==> config.mk <==
export PLATFORM = sky130hd
export DESIGN_NAME = rdu_div
export DESIGN_NICKNAME = d
export VERILOG_FILES = /design/src/refraction_direction_unit_assert.svh /design/src/rdu_pkg.sv /design/src/rdu_div.sv
export SDC_FILE = /design/constraint.sdc
export NUM_CORES = 2
export LEC_CHECK = 0
export BUFFER_PORTS_ARGS = -buffer_cell sky130_fd_sc_hd__buf_2
export CORE_MARGIN = 2
export CORE_UTILIZATION = 30
export DETAILED_ROUTE_END_ITERATION = 10
export GPL_ROUTABILITY_DRIVEN = 1
export SETUP_SLACK_MARGIN = 0.5
export SYNTH_ARGS = -nofsm -noshare
export SYNTH_HDL_FRONTEND = slang
export SYNTH_SLANG_ARGS = --single-unit
export TNS_END_PERCENT = 1
==> constraint.sdc <==
create_clock -name clk -period 4.23 [get_ports clk]
set_input_delay 0.846 -clock clk [delete_from_list [all_inputs] [get_ports clk]]
set_output_delay 0.846 -clock clk [all_outputs]
set_load 0.1 [all_outputs]
==> src/refraction_direction_unit_assert.svh <==
// Assertion macros for the refraction direction unit
`ifndef REFRACTION_DIRECTION_UNIT_ASSERT_SVH
`define REFRACTION_DIRECTION_UNIT_ASSERT_SVH
`ifndef SYNTH
`define RDU_ASSERT_IMP(name, clk, rst, ante, cons) \
  name: assert property (@(posedge clk) disable iff (rst) (ante) |-> (cons)) \
    else $error("rdu assertion failed");
`define RDU_ASSERT_NXT(name, clk, rst, ante, cons) \
  name: assert property (@(posedge clk) disable iff (rst) (ante) |=> (cons)) \
    else $error("rdu assertion failed");
`else
`define RDU_ASSERT_IMP(name, clk, rst, ante, cons)
`define RDU_ASSERT_NXT(name, clk, rst, ante, cons)
`endif
`endif

==> src/rdu_pkg.sv <==
// Types and constants shared by the refraction direction unit
package rdu_pkg;

  typedef struct packed {
    logic signed [15:0] dir_x;
    logic signed [15:0] dir_y;
    logic signed [15:0] dir_z;
    logic signed [15:0] norm_x;
    logic signed [15:0] norm_y;
    logic signed [15:0] norm_z;
  } ray_t;

  typedef struct packed {
    logic               total_reflect;
    logic signed [15:0] trans_x;
    logic signed [15:0] trans_y;
    logic signed [15:0] trans_z;
    logic        [15:0] trans_scale;
  } res_t;

  // sideband carried alongside the square root
  typedef struct packed {
    ray_t        ray;
    logic        leave;
    logic        tir;
    logic [38:0] ce;
    logic [29:0] esq;
  } side_t;

  localparam logic [1:0] CFG_INDEX_RATIO   = 2'd0;
  localparam logic [1:0] CFG_INDEX_INVERSE = 2'd1;
  localparam logic [1:0] CFG_TRANS_COEFF   = 2'd2;

  localparam logic [14:0] RST_INDEX_RATIO   = 15'd6144;
  localparam logic [14:0] RST_INDEX_INVERSE = 15'd2731;
  localparam logic [15:0] RST_TRANS_COEFF   = 16'd32768;

  localparam int ROOT_BITS = 31;
  localparam int RAD_W     = 62;
  localparam int QUO_BITS  = 16;
  localparam int NUM_W     = 46;
  localparam int DEN_W     = 35;

endpackage

==> src/rdu_div.sv <==
// Pipelined saturating quotient for the transmission scale
module rdu_div (
  input  logic                          clk,
  input  logic                          rst,
  input  logic                          en,
  input  logic                          in_valid,
  input  logic [rdu_pkg::NUM_W-1:0]     num,
  input  logic [rdu_pkg::DEN_W-1:0]     den,
  input  rdu_pkg::res_t                 in_side,
  output logic                          out_valid,
  output rdu_pkg::res_t                 out_res
);
  import rdu_pkg::*;

  localparam int CMP_W = DEN_W + QUO_BITS;

  logic                v0;
  logic                sat0;
  logic [NUM_W-1:0]    rem0;
  logic [DEN_W-1:0]    den0;
  res_t                side0;

  logic                vld_q  [QUO_BITS];
  logic                sat_q  [QUO_BITS];
  logic [NUM_W-1:0]    rem_q  [QUO_BITS];
  logic [DEN_W-1:0]    den_q  [QUO_BITS];
  logic [QUO_BITS-1:0] quo_q  [QUO_BITS];
  res_t                side_q [QUO_BITS];

  always_ff @(posedge clk) begin
    if (rst) begin
      v0 <= 1'b0;
    end else if (en) begin
      v0 <= in_valid;
    end
  end

  // quotient at or above full scale, zero divisor included
  always_ff @(posedge clk) begin
    if (en) begin
      sat0  <= {{(CMP_W-NUM_W){1'b0}}, num} >= {den, {QUO_BITS{1'b0}}};
      rem0  <= num;
      den0  <= den;
      side0 <= in_side;
    end
  end

  for (genvar g = 0; g < QUO_BITS; g++) begin : g_step
    localparam int J = QUO_BITS - 1 - g;
    logic                vld_i;
    logic                sat_i;
    logic [NUM_W-1:0]    rem_i;
    logic [DEN_W-1:0]    den_i;
    logic [QUO_BITS-1:0] quo_i;
    res_t                side_i;
    logic [CMP_W-1:0]    trial;

    if (g == 0) begin : g_first
      assign vld_i  = v0;
      assign sat_i  = sat0;
      assign rem_i  = rem0;
      assign den_i  = den0;
      assign quo_i  = '0;
      assign side_i = side0;
    end else begin : g_rest
      assign vld_i  = vld_q[g-1];
      assign sat_i  = sat_q[g-1];
      assign rem_i  = rem_q[g-1];
      assign den_i  = den_q[g-1];
      assign quo_i  = quo_q[g-1];
      assign side_i = side_q[g-1];
    end

    assign trial = {{QUO_BITS{1'b0}}, den_i} << J;

    always_ff @(posedge clk) begin
      if (rst) begin
        vld_q[g] <= 1'b0;
      end else if (en) begin
        vld_q[g] <= vld_i;
      end
    end

    always_ff @(posedge clk) begin
      if (en) begin
        sat_q[g]  <= sat_i;
        den_q[g]  <= den_i;
        side_q[g] <= side_i;
        if ({{(CMP_W-NUM_W){1'b0}}, rem_i} >= trial) begin
          rem_q[g] <= rem_i - trial[NUM_W-1:0];
          quo_q[g] <= quo_i | (QUO_BITS'(1) << J);
        end else begin
          rem_q[g] <= rem_i;
          quo_q[g] <= quo_i;
        end
      end
    end
  end

  always_comb begin
    out_res = side_q[QUO_BITS-1];
    if (side_q[QUO_BITS-1].total_reflect) begin
      out_res.trans_scale = '0;
    end else if (sat_q[QUO_BITS-1]) begin
      out_res.trans_scale = '1;
    end else begin
      out_res.trans_scale = quo_q[QUO_BITS-1];
    end
  end

  assign out_valid = vld_q[QUO_BITS-1];

endmodule

# --- Yosys cells after proc, flatten, opt, wreduce, memory -nomap -nowiden ---
# Memory sizes are Yosys's and may differ from the RTL's.
# Index checks and enable logic that the tools add are counted.
classes:
  order_cmp: 17
  n_bitwise: 48
  add_sub_neg: 16
  n_eq_ne: 0
  mux: 152
  shift: 0
  mul: 0
  div: 0
  n_reduce_logical: 0
op_table:
  columns: ["cell", "count"]
  rows:
  - ["$mux W46", 16]
  - ["$mux W16", 18]
  - ["$sub A46 B46 Y46", 5]
  - ["$mux W1", 118]
  - ["$ge A46 B51 Y1", 1]
  - ["$ge A46 B50 Y1", 1]
  - ["$ge A46 B49 Y1", 1]
  - ["$ge A46 B48 Y1", 1]
  - ["$or A1 B1 Y1", 48]
  - ["$ge A46 B47 Y1", 1]
  - ["$ge A46 B35 Y1", 1]
  - ["$ge A46 B36 Y1", 1]
  - ["$ge A46 B37 Y1", 1]
  - ["$ge A46 B38 Y1", 1]
  - ["$ge A46 B39 Y1", 1]
  - ["$ge A46 B40 Y1", 1]
  - ["$ge A46 B41 Y1", 1]
  - ["$ge A46 B42 Y1", 1]
  - ["$ge A46 B43 Y1", 1]
  - ["$ge A46 B44 Y1", 1]
  - ["$ge A46 B45 Y1", 1]
  - ["$ge A46 B46 Y1", 1]
  - ["$sub A46 B35 Y46", 1]
  - ["$sub A46 B36 Y46", 1]
  - ["9 further kinds", 9]
totals:
  mem_count: 6
  reg_bits: 148
  latch_bits: 0
  mem_bits_rw: 2624
  romBits: 0
memory_table:
  columns: ["memory", "depth", "word_bits", "read_ports", "rd_ports_with_merged_regs", "wr", "line_no", "source"]
  rows:
  - ["side_q", 16, 65, 16, 0, 16, "rdu_div.sv:28", "res_t side_q [QUO_BITS];"]
  - ["rem_q", 16, 46, 15, 0, 16, "rdu_div.sv:25", "logic [NUM_W-1:0] rem_q [QUO_BITS];"]
  - ["den_q", 16, 35, 15, 0, 16, "rdu_div.sv:26", "logic [DEN_W-1:0] den_q [QUO_BITS];"]
  - ["quo_q", 16, 16, 16, 0, 16, "rdu_div.sv:27", "logic [QUO_BITS-1:0] quo_q [QUO_BITS];"]
  - ["sat_q", 16, 1, 16, 0, 16, "rdu_div.sv:24", "logic sat_q [QUO_BITS];"]
  - ["vld_q", 16, 1, 16, 0, 16, "rdu_div.sv:23", "logic vld_q [QUO_BITS];"]

# --- Longest topological paths before layout ---
# An unclocked memory read counts as a cell.
logic_depth:
  word_depth: 6
  ltp_mapped: 16

# --- Least setup slack after synthesis ---
# No wires, ideal clock.
synth_path:
  path_kind: "input to register"
  startpoint: "input en"
  endpoint: "memory quo_q[14][4] (netlist: quo_q[1][100]) (enable)"
  setup_time_ns: 0.440
  required_time_ns: 3.790
  arrival_ns: 3.356
  path_slack_ns: 0.434
  stages: 4
  cell_sequence: "clkbuf_1 -> clkbuf_1 -> clkbuf_1 -> clkbuf_1"
synth_lines:
  columns: ["element", "line_no", "source"]
  rows:
  - ["from (decl)", "rdu_div.sv:5", "input logic en,"]
  - ["to (decl)", "rdu_div.sv:27", null]

==> results.md <==
- DRT Pass-1 Iters: 8
- Ys Warns: 0
- Hold Path Depth: 1
- DR WL/cell: 17.5 µm
- CTS sink count: 2299
- Worst Skew: 45.5 ps
- Count of max-cap constraint violations: 0
- Number of synthesized flops with an enable pin: 2298
- Initial antenna violation count: 5
- Crit-path cells: ha_1, nor2b_1, o21bai_2, a21oi_2, o41ai_4, nand3b_1, a211oi_2, o21ai_0, buf_4, a211oi_4, o311a_4, clkbuf_16, mux2_2
- Largest net degree at the start of global routing: 177
- Final worst path period need: 3840 ps
- CP max-delay cell: o41ai_4
- Post-synth design cell area: 107000 µm²
- Nets: 9529
- RSZ-0062 raised after global routing: true
- Outcome: complete, no violations
- Root Driver: clkbuf_16
- Max IR drop VDD: 0.307 mV
- Worst hold slack: 145 ps
- DRC Markers: 0
- DR vias: 64600
- Reg-to-Reg End: rem_q[0][137]
- Start point of the worst hold path: in_side[41]
- Synth Area per Inst: 12.9 µm²
- Vias in the first global route: 66300
- Die Y: 602 µm
- CP top delay family: compound AO/OA/AOI/OAI gates
- #FFs+latches synth: 2299
- Register Area: 69000 µm²
- Initial DRC count: 3962
- Final setup viols: 0
- Initial Util: 0.301
- Seq/Total Area, Yosys: 0.643
- Total track usage: 0.129
- CTS Buffer Depth: 4
- CP bufs+invs: 2
- Pwr Total: 0.0806 W
- P&R area growth vs syn: 16.0%
- Multi-input logic area: 35100 µm²
- Share of cells above drive strength 1: 0.115
- Fin Setup TNS: 0 ps
- Clk Latency, worst-skew pair: 890 ps
- Post-Layout Inst Area: 125000 µm²
- CP max FO: 8
- Fmax: 261 MHz
- Worst slew pin tran: 1070 ps
- IO Pins: 216
- FFs w/ async S/R, synth: 0
- IO buf count: 199
- Critical Path Sink Type: register
- Overflow after GRT: 0
- Final HPWL DP: 178000 µm
- Cells after Synth: 8327
- WP data required: 4840 ps
- Crit path launch type: register
- Cts hold-fix bufs: 0
- Final worst path period share: 0.907
- Die Span X: 602 µm
- CTS clk-pin slew, worst paths: 60 ps
- Global-route wire length before repair: 373000 µm
- HP Class: primary input to register
- Final Hold Viols: 0
- Arrival time at the worst endpoint: 4450 ps
- Total core area: 356000 µm²
- R2R Path Start: rem_q[0][60]
- Most Used Layer, Global Route: met2
- Die area: 363000 µm²
- Routed Wire Length: 241000 µm
- Global-route track usage on met2: 0.232
- Fillers: 34300
- Final core occ: 0.350
- Vias per cell: 4.70
- Num rows: 219
- Slowest Stage Delay on Critical Path: 510 ps
- Synth unique cells: 100
- CTS Buf Count: 266
- Flop-to-flop setup slack: 390 ps
- Final-report max-slew violation count: 0
- ANT nets after route: 0
- CTS tree: yes
- Met3 usage: 0.0161
- Mapped Nets: 9072
- LEAKAGE: 47.4 nW
- GPL Wtd Cong: 0.951
- Placement-stage cell area: 115000 µm²
- Setup crit start: rem_q[0][60]
- P per Cell Area: 647 nW/µm²
- Type of the worst setup path: register to register
- FF-to-FF path depth: 13
- GR Util met1: 0.148
- Relative slew slack: 0.285
- H-Tree Depth: 5
- Hold EP: g_step[0].side_i[41]
- Post-synth top flop: edfxtp_1
cell usage in the layout (no fill, tap or decap), types with 23 or more instances in the layout:
cell,n
edfxtp_1,2298
inv_1,756
nand2_1,663
o21ai_0,581
ha_1,574
a21oi_1,516
nor2_1,388
a21o_1,309
xnor2_1,279
clkbuf_16,270
xor2_1,207
buf_2,198
buf_4,170
mux2_2,129
nand3_1,124
nand4_1,117
nor3_1,107
nand2b_1,74
nor4_1,68
and3_1,67
o21a_1,66
o21bai_1,66
a31oi_1,62
nor2b_1,58
clkinv_1,51
o31ai_1,50
a211oi_1,48
and2_1,47
clkbuf_1,40
clkinv_2,39
o211ai_1,33
buf_12,24
bufinv_16,23
state kept, by name, summed over array words and instances (netlist names), 16 cells and up:
signal         count
g_step.side_i     49
g_step.rem_i      46
side_q           784
quo_q            136
rem_q            690
sat_q             16
den0              35
den_q            525
vld_q             16
kinds of logic (layout without fill, tap and decap cells):
group | after synthesis | after routing | share of synthesized area
xor gates and xnor gates | 486 | 486 | 0.0396
muxes | 143 | 143 | 0.0148
buffers and inverters | 967 | 1630 | 0.0344
AOI/OAI and AO/OA | 1987 | 1988 | 0.115
DFF | 2299 | 2299 | 0.643
and+or+nand+nor | 1850 | 1850 | 0.0826
adders and majority gates | 595 | 595 | 0.0704
other | 0 | 3 | 0
power by group:
group | leakage [nW] | switching, W | total, W | internal (W)
logic | 20.8 | 0.0151 | 0.0256 | 0.0105
registers | 22.4 | 0.00217 | 0.0323 | 0.0301
clock network | 4.18 | 0.00950 | 0.0227 | 0.0132
layer usage:
metal / vias up / routed length (µm)
met5: - / 0
met3: 611 / 7650
met1: 30700 / 98200
li1: 31800 / -
met2: 1387 / 120000
met4: 0 / 14900
area by class of cell:
cell class              instances  share of cell area
flip-flops and latches       2299               0.554
multi-input cells            5062               0.282
clock buffers                 307              0.0549
well taps                    4751              0.0477
repair buffers                399              0.0230
inverters                     756              0.0228
clock inverters               168              0.0150
diodes                          3           0.0000603
stage by stage:
step,instances,setup WS [ps]
global placement,13200,114
global route,13700,299
finish,13700,393
floorplan,8327,461
CTS,13700,335
detailed placement,13200,65.1
how the worst max path moves through the flow:
stage	endpoint	cells past startpoint
after CTS	rem_q[1][217]	15
after detailed placement	rem_q[0][229]	12
final	rem_q[0][137]	13
after global placement	rem_q[1][277]	11
after floorplan	quo_q[1][82]	4
after global routing	rem_q[1][131]	12
synthesized netlist by cell type (all sizes together) (54+ instances only):
cell type | instances | area share
a211oi | 57 | 0.0040
a21o | 309 | 0.022
a21oi | 528 | 0.025
a31oi | 67 | 0.0039
and3 | 67 | 0.0039
clkbuf | 178 | 0.0062
edfxtp | 2298 | 0.64
ha | 580 | 0.068
inv | 756 | 0.026
mux2 | 129 | 0.014
nand2 | 663 | 0.023
nand2b | 75 | 0.0044
nand3 | 125 | 0.0058
nand4 | 117 | 0.0068
nor2 | 390 | 0.014
nor2b | 58 | 0.0034
nor3 | 112 | 0.0053
nor4 | 72 | 0.0042
o21a | 66 | 0.0046
o21ai | 600 | 0.028
o21bai | 67 | 0.0047
o31ai | 54 | 0.0039
xnor2 | 279 | 0.023
xor2 | 207 | 0.017
worst register-to-register path, cell delays in order (launching register included):
cell and delay [ps]:
edfxtp_1 410, ha_1 330, nor2b_1 160, o21bai_2 170, a21oi_2 140, o41ai_4 510
nand3b_1 180, a211oi_2 270, o21ai_0 110, buf_4 180, a211oi_4 220, o311a_4 360
clkbuf_16 200, mux2_2 340
what timing repair did:
item	CTS	global route
resized for setup	16	57
buffers inserted	2	13
pin swaps	5	15
endpoints found under the setup margin	301	454
gates cloned	1	4
Power figures use the tool's default switching activity.
